<file path="config.mk">
export PLATFORM = sky130hd
export DESIGN_NAME = bencode_stream_tokenizer_core
export DESIGN_NICKNAME = d
export VERILOG_FILES = /design/src/bst_pkg.sv /design/src/bst_stack.sv /design/src/bst_parse.sv /design/src/bencode_stream_tokenizer_core.sv
export SDC_FILE = /design/constraint.sdc
export NUM_CORES = 1
export LEC_CHECK = 0
export ABC_AREA = 1
export BUFFER_PORTS_ARGS = -buffer_cell sky130_fd_sc_hd__buf_2
export CORE_ASPECT_RATIO = 0.9
export CORE_MARGIN = 2
export CORE_UTILIZATION = 35
export DETAILED_ROUTE_END_ITERATION = 7
export PLACE_DENSITY_LB_ADDON = 0.2
export SETUP_SLACK_MARGIN = 0.1
export SYNTH_ARGS = -nofsm -noshare
export SYNTH_HDL_FRONTEND = slang
export SYNTH_SLANG_ARGS = --single-unit
</file>
<file path="constraint.sdc">
create_clock -name clk -period 6.9 [get_ports clk]
set_clock_uncertainty 0.15 [all_clocks]
set_input_delay 1.38 -clock clk [delete_from_list [all_inputs] [get_ports clk]]
set_output_delay 1.38 -clock clk [all_outputs]
set_load 0.02 [all_outputs]
</file>
<file path="src/bst_pkg.sv">
package bst_pkg;

  // Parser modes
  localparam logic [2:0] MODE_IDLE  = 3'd0;
  localparam logic [2:0] MODE_INT   = 3'd1;
  localparam logic [2:0] MODE_SLEN  = 3'd2;
  localparam logic [2:0] MODE_SDATA = 3'd3;
  localparam logic [2:0] MODE_DONE  = 3'd4;

  // Token kinds
  localparam logic [2:0] TK_NONE     = 3'd0;
  localparam logic [2:0] TK_INT      = 3'd1;
  localparam logic [2:0] TK_STR_LEN  = 3'd2;
  localparam logic [2:0] TK_STR_DATA = 3'd3;
  localparam logic [2:0] TK_LIST     = 3'd4;
  localparam logic [2:0] TK_DICT     = 3'd5;
  localparam logic [2:0] TK_CLOSE    = 3'd6;

  // Status codes
  localparam logic [1:0] ST_PEND     = 2'd0;
  localparam logic [1:0] ST_COMPLETE = 2'd1;
  localparam logic [1:0] ST_ERROR    = 2'd2;
  localparam logic [1:0] ST_IGNORED  = 2'd3;

  // Integer flag bit positions
  localparam int FL_NEG   = 0;
  localparam int FL_SIGN  = 1;
  localparam int FL_DIGIT = 2;
  localparam int FL_ZERO  = 3;

  // Syntax bytes
  localparam logic [7:0] CH_I     = 8'h69;
  localparam logic [7:0] CH_E     = 8'h65;
  localparam logic [7:0] CH_L     = 8'h6C;
  localparam logic [7:0] CH_D     = 8'h64;
  localparam logic [7:0] CH_COLON = 8'h3A;
  localparam logic [7:0] CH_PLUS  = 8'h2B;
  localparam logic [7:0] CH_MINUS = 8'h2D;
  localparam logic [7:0] CH_ZERO  = 8'h30;
  localparam logic [7:0] CH_NINE  = 8'h39;

  localparam int COUNT_BITS = 32;

  // Stack operation for one transaction
  typedef struct packed {
    logic clear;
    logic push;
    logic push_kind;  // 1 = dict
    logic pop;
    logic toggle;
  } stk_cmd_t;

  // One result item
  typedef struct packed {
    logic [2:0]            token_kind;
    logic [63:0]           token_value;
    logic [5:0]            nest_level;
    logic                  is_key;
    logic                  string_end;
    logic [1:0]            status;
    logic [COUNT_BITS-1:0] end_offset;
  } result_t;

endpackage

</file>
<file path="src/bst_stack.sv">
module bst_stack
  import bst_pkg::*;
#(
  parameter int  MAX_DEPTH = 32,
  localparam int DW = $clog2(MAX_DEPTH + 1)
) (
  input  logic          clk,
  input  logic          rst_n,
  input  stk_cmd_t      cmd,
  output logic [DW-1:0] depth,
  output logic          top_kind,
  output logic          top_parity
);

  localparam int AW = (MAX_DEPTH > 1) ? $clog2(MAX_DEPTH) : 1;

  logic [DW-1:0] depth_r, depth_nxt;
  logic          top_kind_r, top_kind_nxt;
  logic          top_parity_r, top_parity_nxt;
  logic [1:0]    mem [MAX_DEPTH];
  logic [1:0]    rd_data_r;
  logic [DW-1:0] wr_ptr, rd_ptr;
  logic [AW-1:0] wr_addr, rd_addr;
  logic          we;
  logic [1:0]    wdata;

  // Entries below the top live in memory; the top lives in flops.
  // rd_data_r always holds the entry just under the top.
  always_comb begin
    depth_nxt      = depth_r;
    top_kind_nxt   = top_kind_r;
    top_parity_nxt = top_parity_r;
    if (cmd.clear) begin
      depth_nxt = '0;
    end else if (cmd.push) begin
      depth_nxt      = depth_r + DW'(1);
      top_kind_nxt   = cmd.push_kind;
      top_parity_nxt = 1'b0;
    end else if (cmd.pop) begin
      depth_nxt      = depth_r - DW'(1);
      top_kind_nxt   = rd_data_r[1];
      top_parity_nxt = rd_data_r[0];
    end else if (cmd.toggle) begin
      top_parity_nxt = ~top_parity_r;
    end
  end

  // Old top goes down with its child count bumped by the open
  assign we      = cmd.push && (depth_r != '0);
  assign wdata   = {top_kind_r, ~top_parity_r};
  assign wr_ptr  = depth_r - DW'(1);
  assign rd_ptr  = depth_nxt - DW'(2);
  assign wr_addr = wr_ptr[AW-1:0];
  assign rd_addr = rd_ptr[AW-1:0];

  always_ff @(posedge clk) begin
    if (we) begin
      mem[wr_addr] <= wdata;
    end
    if (we && (wr_addr == rd_addr)) begin
      rd_data_r <= wdata;
    end else begin
      rd_data_r <= mem[rd_addr];
    end
  end

  always_ff @(posedge clk) begin
    if (!rst_n) begin
      depth_r <= '0;
    end else begin
      depth_r <= depth_nxt;
    end
  end

  always_ff @(posedge clk) begin
    top_kind_r   <= top_kind_nxt;
    top_parity_r <= top_parity_nxt;
  end

  assign depth      = depth_r;
  assign top_kind   = top_kind_r;
  assign top_parity = top_parity_r;

`ifndef SYNTHESIS
  a_depth_bound: assert property (@(posedge clk) disable iff (!rst_n)
    depth_r <= DW'(MAX_DEPTH))
    else $error("stack depth beyond limit");
  a_push_room: assert property (@(posedge clk) disable iff (!rst_n)
    cmd.push && !cmd.clear |-> depth_r < DW'(MAX_DEPTH))
    else $error("push on full stack");
  a_pop_nonempty: assert property (@(posedge clk) disable iff (!rst_n)
    cmd.pop && !cmd.clear |=> depth_r == $past(depth_r) - DW'(1))
    else $error("pop did not lower depth");
`endif

endmodule

</file>
<file path="src/bst_parse.sv">
module bst_parse
  import bst_pkg::*;
#(
  parameter int  MAX_DEPTH   = 32,
  parameter int  LENGTH_BITS = 32,
  localparam int DW = $clog2(MAX_DEPTH + 1)
) (
  input  logic          clk,
  input  logic          rst_n,
  input  logic          adv,
  input  logic [7:0]    data_byte,
  input  logic          last_byte,
  input  logic [DW-1:0] depth,
  input  logic          top_kind,
  input  logic          top_parity,
  output stk_cmd_t      cmd,
  output result_t       res
);

  localparam int          LW      = (DW > 6) ? DW : 6;
  localparam logic [67:0] LEN_LIM = (68'd1 << LENGTH_BITS) - 68'd1;

  logic [2:0]             mode_r, mode_nxt;
  logic [63:0]            accum_r, accum_nxt;
  logic [3:0]             flags_r, flags_nxt;
  logic [LENGTH_BITS-1:0] left_r, left_nxt;
  logic [COUNT_BITS-1:0]  count_r, count_nxt;

  logic        digit, key_pos, lvl_open;
  logic [3:0]  dig;
  logic [67:0] prod, int_lim;
  logic [LW-1:0] lvl;
  stk_cmd_t    c;
  result_t     r;

  assign digit   = (data_byte >= CH_ZERO) && (data_byte <= CH_NINE);
  assign dig     = data_byte[3:0];
  assign key_pos = (depth != '0) && top_kind && !top_parity;

  // Shared multiply-by-ten accumulate
  assign prod    = ({4'b0, accum_r} << 3) + ({4'b0, accum_r} << 1) + 68'(dig);
  assign int_lim = {4'b0, flags_r[FL_NEG] ? 64'h8000_0000_0000_0000
                                          : 64'h7FFF_FFFF_FFFF_FFFF};

  always_comb begin
    mode_nxt  = mode_r;
    accum_nxt = accum_r;
    flags_nxt = flags_r;
    left_nxt  = left_r;
    count_nxt = count_r;
    c         = '0;
    r         = '0;
    r.status  = ST_PEND;
    lvl_open  = 1'b0;

    if (mode_r == MODE_DONE) begin
      r.status = ST_IGNORED;
    end else begin
      count_nxt = count_r + COUNT_BITS'(1);
      unique case (mode_r)
        MODE_IDLE: begin
          if (data_byte == CH_I) begin
            if (key_pos) begin
              r.status = ST_ERROR;
            end else begin
              mode_nxt  = MODE_INT;
              accum_nxt = '0;
              flags_nxt = '0;
            end
          end else if (data_byte == CH_L || data_byte == CH_D) begin
            if (key_pos || depth >= DW'(MAX_DEPTH)) begin
              r.status = ST_ERROR;
            end else begin
              c.push       = 1'b1;
              c.push_kind  = (data_byte == CH_D);
              lvl_open     = 1'b1;
              r.token_kind = (data_byte == CH_D) ? TK_DICT : TK_LIST;
            end
          end else if (data_byte == CH_E) begin
            if (depth == '0 || (top_kind && top_parity)) begin
              r.status = ST_ERROR;
            end else begin
              c.pop        = 1'b1;
              r.token_kind = TK_CLOSE;
              if (depth == DW'(1)) r.status = ST_COMPLETE;
            end
          end else if (digit) begin
            // one digit never exceeds the length limit when LENGTH_BITS is at least 4
            mode_nxt  = MODE_SLEN;
            accum_nxt = 64'(dig);
          end
        end
        MODE_INT: begin
          if ((data_byte == CH_MINUS || data_byte == CH_PLUS) &&
              !flags_r[FL_SIGN] && !flags_r[FL_DIGIT]) begin
            flags_nxt[FL_SIGN] = 1'b1;
            flags_nxt[FL_NEG]  = (data_byte == CH_MINUS);
          end else if (digit) begin
            if (!flags_r[FL_DIGIT] && dig == 4'd0) flags_nxt[FL_ZERO] = 1'b1;
            flags_nxt[FL_DIGIT] = 1'b1;
            if (prod > int_lim) begin
              r.status = ST_ERROR;
            end else begin
              accum_nxt = prod[63:0];
            end
          end else if (data_byte == CH_E) begin
            // empty body or nonzero value with a leading zero
            if (!flags_r[FL_DIGIT] || (flags_r[FL_ZERO] && accum_r != '0)) begin
              r.status = ST_ERROR;
            end else begin
              r.token_kind  = TK_INT;
              r.token_value = flags_r[FL_NEG] ? (64'd0 - accum_r) : accum_r;
              c.toggle      = 1'b1;
              mode_nxt      = MODE_IDLE;
              if (depth == '0) r.status = ST_COMPLETE;
            end
          end else begin
            r.status = ST_ERROR;
          end
        end
        MODE_SLEN: begin
          if (digit) begin
            if (prod > LEN_LIM) begin
              r.status = ST_ERROR;
            end else begin
              accum_nxt = prod[63:0];
            end
          end else if (data_byte == CH_COLON) begin
            r.token_kind  = TK_STR_LEN;
            r.token_value = accum_r;
            r.is_key      = key_pos;
            if (accum_r == '0) begin
              r.string_end = 1'b1;
              c.toggle     = 1'b1;
              mode_nxt     = MODE_IDLE;
              if (depth == '0) r.status = ST_COMPLETE;
            end else begin
              left_nxt = accum_r[LENGTH_BITS-1:0];
              mode_nxt = MODE_SDATA;
            end
          end else begin
            r.status = ST_ERROR;
          end
        end
        MODE_SDATA: begin
          r.token_kind  = TK_STR_DATA;
          r.token_value = {56'd0, data_byte};
          r.is_key      = key_pos;
          if (left_r <= LENGTH_BITS'(1)) begin
            left_nxt     = '0;
            r.string_end = 1'b1;
            c.toggle     = 1'b1;
            mode_nxt     = MODE_IDLE;
            if (depth == '0) r.status = ST_COMPLETE;
          end else begin
            left_nxt = left_r - LENGTH_BITS'(1);
          end
        end
        default: begin
          r.status = ST_ERROR;
        end
      endcase
    end

    // Buffer ends before the value does
    if (r.status == ST_PEND && last_byte) r.status = ST_ERROR;
    if (r.status == ST_COMPLETE || r.status == ST_ERROR) mode_nxt = MODE_DONE;

    // Open reports depth before push, close depth after pop
    lvl          = c.pop ? LW'(depth - DW'(1)) : LW'(depth);
    if (lvl_open) lvl = LW'(depth);
    r.nest_level = lvl[5:0];
    r.end_offset = (r.status == ST_COMPLETE) ? count_nxt : '0;

    // Self-reset after the final byte
    if (last_byte) begin
      mode_nxt  = MODE_IDLE;
      accum_nxt = '0;
      flags_nxt = '0;
      left_nxt  = '0;
      count_nxt = '0;
      c.clear   = 1'b1;
    end
  end

  assign cmd = adv ? c : '0;
  assign res = r;

  always_ff @(posedge clk) begin
    if (!rst_n) begin
      mode_r  <= MODE_IDLE;
      accum_r <= '0;
      flags_r <= '0;
      left_r  <= '0;
      count_r <= '0;
    end else if (adv) begin
      mode_r  <= mode_nxt;
      accum_r <= accum_nxt;
      flags_r <= flags_nxt;
      left_r  <= left_nxt;
      count_r <= count_nxt;
    end
  end

endmodule

</file>
<file path="src/bencode_stream_tokenizer_core.sv">
// Channel  Direction  Handshake           Payload
// in_      input      in_valid/in_ready   data_byte, last_byte
// out_     output     out_valid/out_ready token_kind, token_value, nest_level,
//                                         is_key, string_end, status, end_offset
//
// One byte per cycle sustained while out_ready is high; a byte passes the input
// register, then the result register, a split set by the multiply-by-ten accumulate
// and the stack top. rst_n is synchronous; the block also returns to its reset state
// after a transaction with last_byte set. Stack memory needs no clearing pass.
// A stall on out_ready holds both stages; in_ready drops only when both are full.
module bencode_stream_tokenizer_core
  import bst_pkg::*;
#(
  parameter int MAX_DEPTH   = 32,
  parameter int LENGTH_BITS = 32
) (
  input  logic                  clk,
  input  logic                  rst_n,
  input  logic                  in_valid,
  output logic                  in_ready,
  input  logic [7:0]            in_data_byte,
  input  logic                  in_last_byte,
  output logic                  out_valid,
  input  logic                  out_ready,
  output logic [2:0]            out_token_kind,
  output logic signed [63:0]    out_token_value,
  output logic [5:0]            out_nest_level,
  output logic                  out_is_key,
  output logic                  out_string_end,
  output logic [1:0]            out_status,
  output logic [COUNT_BITS-1:0] out_end_offset
);

  localparam int DW = $clog2(MAX_DEPTH + 1);

  logic          s1_valid_r, s1_valid_nxt;
  logic [7:0]    s1_byte_r;
  logic          s1_last_r;
  logic          out_valid_r, out_valid_nxt;
  result_t       out_res_r;
  logic          s1_adv, s1_fire, in_fire;
  logic [DW-1:0] depth;
  logic          top_kind, top_parity;
  stk_cmd_t      cmd;
  result_t       res;

  // Handshake between the two stages
  assign s1_adv   = !out_valid_r || out_ready;
  assign s1_fire  = s1_valid_r && s1_adv;
  assign in_ready = !s1_valid_r || s1_adv;
  assign in_fire  = in_valid && in_ready;

  always_comb begin
    s1_valid_nxt = s1_valid_r;
    if (in_fire) begin
      s1_valid_nxt = 1'b1;
    end else if (s1_adv) begin
      s1_valid_nxt = 1'b0;
    end
    out_valid_nxt = out_valid_r;
    if (s1_fire) begin
      out_valid_nxt = 1'b1;
    end else if (out_ready) begin
      out_valid_nxt = 1'b0;
    end
  end

  always_ff @(posedge clk) begin
    if (!rst_n) begin
      s1_valid_r  <= 1'b0;
      out_valid_r <= 1'b0;
    end else begin
      s1_valid_r  <= s1_valid_nxt;
      out_valid_r <= out_valid_nxt;
    end
  end

  // Input and result registers
  always_ff @(posedge clk) begin
    if (in_fire) begin
      s1_byte_r <= in_data_byte;
      s1_last_r <= in_last_byte;
    end
    if (s1_fire) begin
      out_res_r <= res;
    end
  end

  bst_parse #(
    .MAX_DEPTH   (MAX_DEPTH),
    .LENGTH_BITS (LENGTH_BITS)
  ) u_parse (
    .clk        (clk),
    .rst_n      (rst_n),
    .adv        (s1_fire),
    .data_byte  (s1_byte_r),
    .last_byte  (s1_last_r),
    .depth      (depth),
    .top_kind   (top_kind),
    .top_parity (top_parity),
    .cmd        (cmd),
    .res        (res)
  );

  bst_stack #(
    .MAX_DEPTH (MAX_DEPTH)
  ) u_stack (
    .clk        (clk),
    .rst_n      (rst_n),
    .cmd        (cmd),
    .depth      (depth),
    .top_kind   (top_kind),
    .top_parity (top_parity)
  );

  assign out_valid       = out_valid_r;
  assign out_token_kind  = out_res_r.token_kind;
  assign out_token_value = out_res_r.token_value;
  assign out_nest_level  = out_res_r.nest_level;
  assign out_is_key      = out_res_r.is_key;
  assign out_string_end  = out_res_r.string_end;
  assign out_status      = out_res_r.status;
  assign out_end_offset  = out_res_r.end_offset;

`ifndef SYNTHESIS
  a_ignored_no_token: assert property (@(posedge clk) disable iff (!rst_n)
    out_valid && out_status == ST_IGNORED |-> out_token_kind == TK_NONE)
    else $error("token reported on ignored byte");
  a_key_only_string: assert property (@(posedge clk) disable iff (!rst_n)
    out_valid && out_is_key |->
      (out_token_kind == TK_STR_LEN || out_token_kind == TK_STR_DATA))
    else $error("key flag on non-string token");
  a_offset_only_done: assert property (@(posedge clk) disable iff (!rst_n)
    out_valid && out_status != ST_COMPLETE |-> out_end_offset == '0)
    else $error("end offset without completion");
`endif

endmodule

</file>
==> results of run 1 <==
critical path, delay by kind of cell, from the launching register on:
| kind | cells | cell delay, ns |
|---|---|---|
| flip-flops | 1 | 0.51 |
| buffers and inverters | 5 | 0.35 |
| AO/OA/AOI/OAI | 2 | 0.27 |
| AND/OR/NAND/NOR | 25 | 3.00 |
| adder cells (fa/ha/maj) | 4 | 1.66 |
| XOR/XNOR | 1 | 0.15 |
cells by family (layout without fill, tap and decap cells):
group,after synthesis,count (layout),synth area share [%]
simple gates,1944,1944,31.0
buf+inv,793,903,11.7
compound gates,493,493,10.6
flops,332,332,32.4
fa+ha+maj,205,205,9.84
xor+xnor,115,115,3.84
mux,16,16,0.611
other cells,0,1,0
registers in the layout, indices dropped and copies added, names as in the netlist, 4 cells and up, named ones only:
| name | count |
|---|---|
| u_parse.flags_r | 4 |
| u_stack.depth | 6 |
| out_nest_level | 6 |
| u_parse.count_r | 32 |
| u_stack.mem | 64 |
| out_token_value | 64 |
| u_parse.left_r | 32 |
| u_parse.accum_r | 64 |
| s1_byte_r | 8 |
| out_end_offset | 32 |
power breakdown:
group          internal, W  leakage [nW]  total (W)  switching, W
clock              0.00124         0.609    0.00210      0.000850
combinational     0.000388          10.6    0.00127      0.000880
sequential         0.00216          2.90    0.00228      0.000120
cells in the final DEF, fill, tap and decap left out, drive strengths merged, types with 103 or more instances in the layout:
master  count
a21oi     200
buf       148
o21ai     157
nor2      435
dfxtp     148
edfxtp    184
ha        203
xor2      103
nand2    1133
nand3     130
nand4     106
inv       684
routing by layer:
metal  vias up  share of wire (%)
met5         -              0.063
met4         8                1.8
met1     11600                 49
met3       102                7.1
li1      12740                  -
met2       777                 42
cell type report:
cell class | count | area (µm²) | share of cell area (%)
antenna | 1 | 2.50 | 0.00861
timing repair buffer | 148 | 803 | 2.76
sequential | 332 | 8490 | 29.2
multi-input combinational | 2773 | 14700 | 50.5
clock inverter | 26 | 308 | 1.06
inverter | 689 | 2590 | 8.91
tap | 970 | 1210 | 4.17
clock buffer | 40 | 968 | 3.33
worst paths after layout:
check | startpoint | endpoint | slack [ns] | cells after the start
worst min register to register | u_parse.count_r[17]$_SDFFE_PN0P_ | u_parse.count_r[17]$_SDFFE_PN0P_ | 0.32 | 2
worst min-delay path | u_parse.count_r[17]$_SDFFE_PN0P_ | u_parse.count_r[17]$_SDFFE_PN0P_ | 0.32 | 2
worst max-delay path | s1_byte_r[3]$_DFFE_PP_ | u_parse.mode_r[1]$_SDFFE_PN0P_ | 0.69 | 37
worst max register to register | s1_byte_r[3]$_DFFE_PP_ | u_parse.mode_r[1]$_SDFFE_PN0P_ | 0.69 | 37
through the flow:
step           setup slack (ns)  hold WS [ns]  std cells  power (W)  instance area (µm²)
3_3_place_gp              0.804         0.304       4912    0.00357                27800
5_1_grt                   0.110         0.348       4978    0.00592                29100
6_report                  0.694         0.316       4979    0.00564                29100
3_5_place_dp              0.773         0.314       4912    0.00356                27800
4_1_cts                   0.731         0.321       4978    0.00567                29100
2_1_floorplan             0.188         0.295       3898    0.00316                26200
==> flow_summary.ini, run 1 <==
[floorplan]
horiz_die_dim_um = 292
top_level_ports = 124
core_footprint_um2 = 74400
initial_utilization_pct = 35.2
die_height_um = 264
rows = 95
design.die.area_um2 = 77100

[global_routing]
grt_util_met1_pct = 34.4
use_met3_pct = 3.89
antenna_found_initial = 7
grt_pass1_vias = 23217
grt_max_degree = 76
overflow = 0
grtUsageTotal_pct = 22.9
top_usage_layer = met1
met2_usage_pct = 34.1
grt_first_pass_wirelength_um = 138000

[setup_path]
critPathCaptureType = flip-flop
critical-path-top-cell-by-count = sky130_fd_sc_hd__nand2_1
worst-endpoint-required_ns = 7.19
cp_max_fo = 5
timing.critical_path.arrival_ns = 6.50
crit_path_max_incr_delay_ns = 0.60
crit_path_start_kind = flip-flop
criticalPathCategory = flip-flop to flip-flop
slowest_stage = sky130_fd_sc_hd__fa_1

[logic_synthesis]
synthCells = 3898
top_post_synthesis_cells_by_count = sky130_fd_sc_hd__nand2_1, sky130_fd_sc_hd__inv_1, sky130_fd_sc_hd__nor2_1
postSynthNetCount = 4116
synth_sequential_area_ratio_pct = 32.4
synth-edff-count = 184
post_synth_main_area_contributors = sky130_fd_sc_hd__edfxtp_1, sky130_fd_sc_hd__nand2_1, sky130_fd_sc_hd__dfxtp_1
ys.flop_type = sky130_fd_sc_hd__edfxtp_1
syn_area_um2 = 26200
postSynth.asyncResetShare_pct = 0
ys.warnings.count = 0
synthDominantAreaCellType = sky130_fd_sc_hd__edfxtp_1
dominant_cell_by_count_in_the_synthesized_netlist = sky130_fd_sc_hd__nand2_1
avgSynthCellArea_um2 = 6.72
synth_cell_types = 54
synth-seq-cells = 332
yosys.area.top_type_share_pct = 21.1

[timing]
rsz_0062_raised_after_global_routing = no
timing.final.setup_violations = 0
period_minus_slack_ns = 6.21
timing_worst_slew_pin_value_ns = 1.12
timing.slew.headroom_pct = 25.3
period_share_pct = 89.9
finalMaxSlewViolations = 0
timing.setup.tns_ns = 0
hold_viol_final = 0
achievable-frequency_ghz = 0.161

[clock_tree]
cts_hold_repair.buffers = 0
h-tree-depth = 2
tritoncts.num_buffers = 36
clk-insertion-delay-late_ns = 0.57
cts_setup_buffers = 0
tritoncts_num_sinks = 332
clock_tree_from_tritoncts = done
clkTransAtPathRegs_ns = 0.06
cts-resized-gates = 0
ctsRootBufferMaster = sky130_fd_sc_hd__clkbuf_16
cts.path.max_buffers = 3

[outcome]
outcome = finished, final reports clean

[power]
leakage_nw = 14.1
power.density_nw_per_um2 = 194
peakVddDrop_uv = 138

[placement]
io_buffer_count = 123
gp_routability_congestion = 0.980
hpwlAfterDp_um = 70000

[finish]
final_util_pct = 39.1
layout-area-overhead-vs-synth_pct = 10.9
fin_nets = 4198
n_fill_cell = 8090
fraction_of_final_layout_cells_sized_beyond_drive_strength_1_pct = 6.41

[detailed_routing]
dr.first_iter.drc_count = 2116
wl_per_cell_um = 18.1
drt_drc_violations_left = 0
vias_per_cell = 5.07
first_pass_iters = 6
route.antenna.remaining_nets = 0
detail_route.wirelength_um = 90100
total_number_of_vias = 25227

[worst_hold_path]
min-delay-path-class = flip-flop to flip-flop

[flow_run]
cap_violations = 0
(Power assumes the default switching activity.)
==> run 2: changes to the inputs <==
--- a/config.mk
+++ b/config.mk
@@ -15,4 +15,5 @@
 export SETUP_SLACK_MARGIN = 0.1
 export SYNTH_ARGS = -nofsm -noshare
 export SYNTH_HDL_FRONTEND = slang
+export SYNTH_HIERARCHICAL = 1
 export SYNTH_SLANG_ARGS = --single-unit
==> flow_summary.ini, run 2 <==
[outcome]
outcome = finished, final reports clean

[timing]
timing_worst_slew_pin_value_ns = 1.12
period_share_pct = 90.2
period_minus_slack_ns = 6.22
timing.slew.headroom_pct = 25.1
achievable-frequency_ghz = 0.161
timing.final.setup_violations = 0
finalMaxSlewViolations = 0
rsz_0062_raised_after_global_routing = no
hold_viol_final = 0
timing.setup.tns_ns = 0

[global_routing]
antenna_found_initial = 3
grtUsageTotal_pct = 22.7
grt_pass1_vias = 23309
grt_first_pass_wirelength_um = 138000
grt_max_degree = 81
overflow = 0

[setup_path]
crit_path_max_incr_delay_ns = 0.51
gate_family_responsible_for_the_most_delay_along_the_worst_path = simple AND/OR/NAND/NOR gates
timing.critical_path.arrival_ns = 6.48
critPathCaptureType = flip-flop
critical-path-top-cell-by-count = sky130_fd_sc_hd__nand2_1
r2r_slack_ns = 0.68
crit_path_start_kind = flip-flop
regToRegEndpoint = u_parse/mode_r[1]$_SDFFE_PN0P_
critical_path_buf_inv_count = 4
cp_max_fo = 5
worstReg2RegStart = s1_byte_r[3]$_DFFE_PP_
r2r.worst_path.cells = 41
criticalPathCategory = flip-flop to flip-flop
worst-endpoint-required_ns = 7.16
slowest_stage = sky130_fd_sc_hd__edfxtp_1

[power]
peakVddDrop_uv = 141
leakage_nw = 13.9
power.clock.fraction_pct = 40.4
power.share.combinational_pct = 17.4
report.power.total_w = 0.00528
power_report.internal_total_w = 0.00371
power.net_switching_w = 0.00157
power.sequential.fraction_pct = 42.2
netSwitchingFraction_pct = 29.7
power.density_nw_per_um2 = 182

[logic_synthesis]
ys.warnings.count = 6
top_post_synthesis_cells_by_count = sky130_fd_sc_hd__nand2_1, sky130_fd_sc_hd__inv_1, sky130_fd_sc_hd__nor2_1
syn_area_um2 = 26200
synth_cell_types = 59
postSynth.asyncResetShare_pct = 0
ys.flop_type = sky130_fd_sc_hd__edfxtp_1
avgSynthCellArea_um2 = 6.72
synthCells = 3896
synth-edff-count = 184
synth_sequential_area_ratio_pct = 32.4
synth-seq-cells = 332
yosys.area.top_type_share_pct = 21.1
synthDominantAreaCellType = sky130_fd_sc_hd__edfxtp_1
post_synth_main_area_contributors = sky130_fd_sc_hd__edfxtp_1, sky130_fd_sc_hd__nand2_1, sky130_fd_sc_hd__dfxtp_1
postSynthNetCount = 4117
dominant_cell_by_count_in_the_synthesized_netlist = sky130_fd_sc_hd__nand2_1

[detailed_routing]
first_pass_iters = 8
wl_per_cell_um = 18.0
detail_route.wirelength_um = 89800
drt_drc_violations_left = 0
vias_per_cell = 5.13
total_number_of_vias = 25559
route.antenna.remaining_nets = 0
dr.first_iter.drc_count = 2549

[floorplan]
die_height_um = 263
core_footprint_um2 = 74300
horiz_die_dim_um = 292
design.die.area_um2 = 77000
initial_utilization_pct = 35.2
rows = 95
top_level_ports = 124

[finish]
antenna_cells_inserted = 0
multi_input_gate_area_in_the_final_layout_um2 = 15000
fin_nets = 4201
layout.cells.most_common = sky130_fd_sc_hd__nand2_1
finish.cell_count_without_fillers = 4979
fraction_of_final_layout_cells_sized_beyond_drive_strength_1_pct = 6.83
seqCellArea_um2 = 8490
commonest_cells_after_routing_fill_and_taps_aside = sky130_fd_sc_hd__nand2_1, sky130_fd_sc_hd__inv_1, sky130_fd_sc_hd__nor2_1
n_fill_cell = 7921
layout-area-overhead-vs-synth_pct = 11.1

[placement]
gp_routability_congestion = 1.01
hpwlAfterDp_um = 69700
placedCellCount = 4911
io_buffer_count = 123

[clock_tree]
h-tree-depth = 2
ctsRootBufferMaster = sky130_fd_sc_hd__clkbuf_16
tritoncts.num_buffers = 37
clock_tree_from_tritoncts = done
clkTransAtPathRegs_ns = 0.06
tritoncts_num_sinks = 332
cts.path.max_buffers = 3
clk-insertion-delay-late_ns = 0.57

[worst_hold_path]
holdPathEnd = u_parse/flags_r[3]$_SDFFE_PN0P_
hold_start = u_parse/flags_r[3]$_SDFFE_PN0P_
min-delay-path-class = flip-flop to flip-flop
worstHoldPathCells = 2

[flow_run]
cap_violations = 0
==> run 2: cell count changes after synthesis, moves of 19 or more <==
cell                       change
sky130_fd_sc_hd__nand3_1     +144
sky130_fd_sc_hd__nand4_1      -57
sky130_fd_sc_hd__o211ai_1     -30
sky130_fd_sc_hd__clkbuf_1     -19
sky130_fd_sc_hd__nor2_1       +38
sky130_fd_sc_hd__nand2_1      -31
sky130_fd_sc_hd__inv_1       -101
sky130_fd_sc_hd__a21oi_1      +76
==> run 2: worst max-delay path by stage <==
stage / start / cells past startpoint / to
2_1_floorplan: out_ready / 14 / flip-flop
3_3_place_gp: s1_byte_r[3]$_DFFE_PP_ / 37 / u_parse/mode_r[0]$_SDFFE_PN0P_
3_5_place_dp: s1_byte_r[3]$_DFFE_PP_ / 41 / u_parse/mode_r[1]$_SDFFE_PN0P_
4_1_cts: s1_byte_r[3]$_DFFE_PP_ / 41 / u_parse/mode_r[1]$_SDFFE_PN0P_
5_1_grt: s1_byte_r[3]$_DFFE_PP_ / 41 / u_parse/mode_r[2]$_SDFFE_PN0P_
6_report: s1_byte_r[3]$_DFFE_PP_ / 41 / u_parse/mode_r[1]$_SDFFE_PN0P_
==> run 2: stage by stage <==
step / cell area (µm²) / util, % / setup slack (ns) / hold WS, ns
floorplan: 26200 / - / 0.254 / 0.280
global placement: 27800 / 37.4 / 0.773 / 0.301
detailed placement: 27800 / 37.4 / 0.803 / 0.300
CTS: 29100 / 39.1 / 0.753 / 0.313
global route: 29100 / 39.1 / 0.124 / 0.341
finish: 29100 / 39.1 / 0.675 / 0.309
==> run 2: per-layer routing <==
layer,wire [µm],part of all wire [%],GRT usage (%)
met5,0,0,0
met4,1360,1.5,3.85
met3,5970,6.6,2.91
met2,37400,42,33.9
met1,45100,50,35.0
==> run 2: repair_timing <==
item / 4_1_cts / 5_1_grt
endpoints found under the setup margin: 0 / 3
hold buffers: 0 / 0
setup buffers: 0 / 0
resized for setup: 0 / 1
==> run 2: logic make-up (layout without fill, tap and decap cells) <==
logic type	after synthesis	after routing	share of synthesized area (%)
adder cells (fa/ha/maj)	208	208	10.0
AND/OR/NAND/NOR	2011	2011	31.9
flip-flops	332	332	32.4
AO/OA/AOI/OAI	538	538	11.4
buffers and inverters	697	810	10.5
XOR/XNOR	110	110	3.78
==> run 2: worst register-to-register path: cells and delay by family, from the launching register on <==
family / cells / cell delay (ns)
AND/OR/NAND/NOR: 27 / 2.90
adder cells (fa/ha/maj): 4 / 1.37
AO/OA/AOI/OAI: 6 / 0.85
flip-flops: 1 / 0.51
buffers and inverters: 4 / 0.32
==> run 2: final cells by class <==
class / count / area share, %
Clock buffer: 50 / 3.44
Inverter: 586 / 7.59
Timing Repair Buffer: 156 / 3.10
Tap cell: 970 / 4.18
Multi-Input combinational cell: 2867 / 51.5
Clock inverter: 18 / 1.00
Sequential cell: 332 / 29.2
==> run 2: power by group through the flow <==
stage / clock (W) / combinational (W) / sequential (W)
global route: 0.00226 / 0.00103 / 0.00223
finish: 0.00213 / 0.000918 / 0.00222
CTS: 0.00218 / 0.000908 / 0.00222
detailed placement: 0 / 0.000903 / 0.00227
global placement: 0 / 0.000903 / 0.00227
floorplan: 0 / 0.000605 / 0.00226
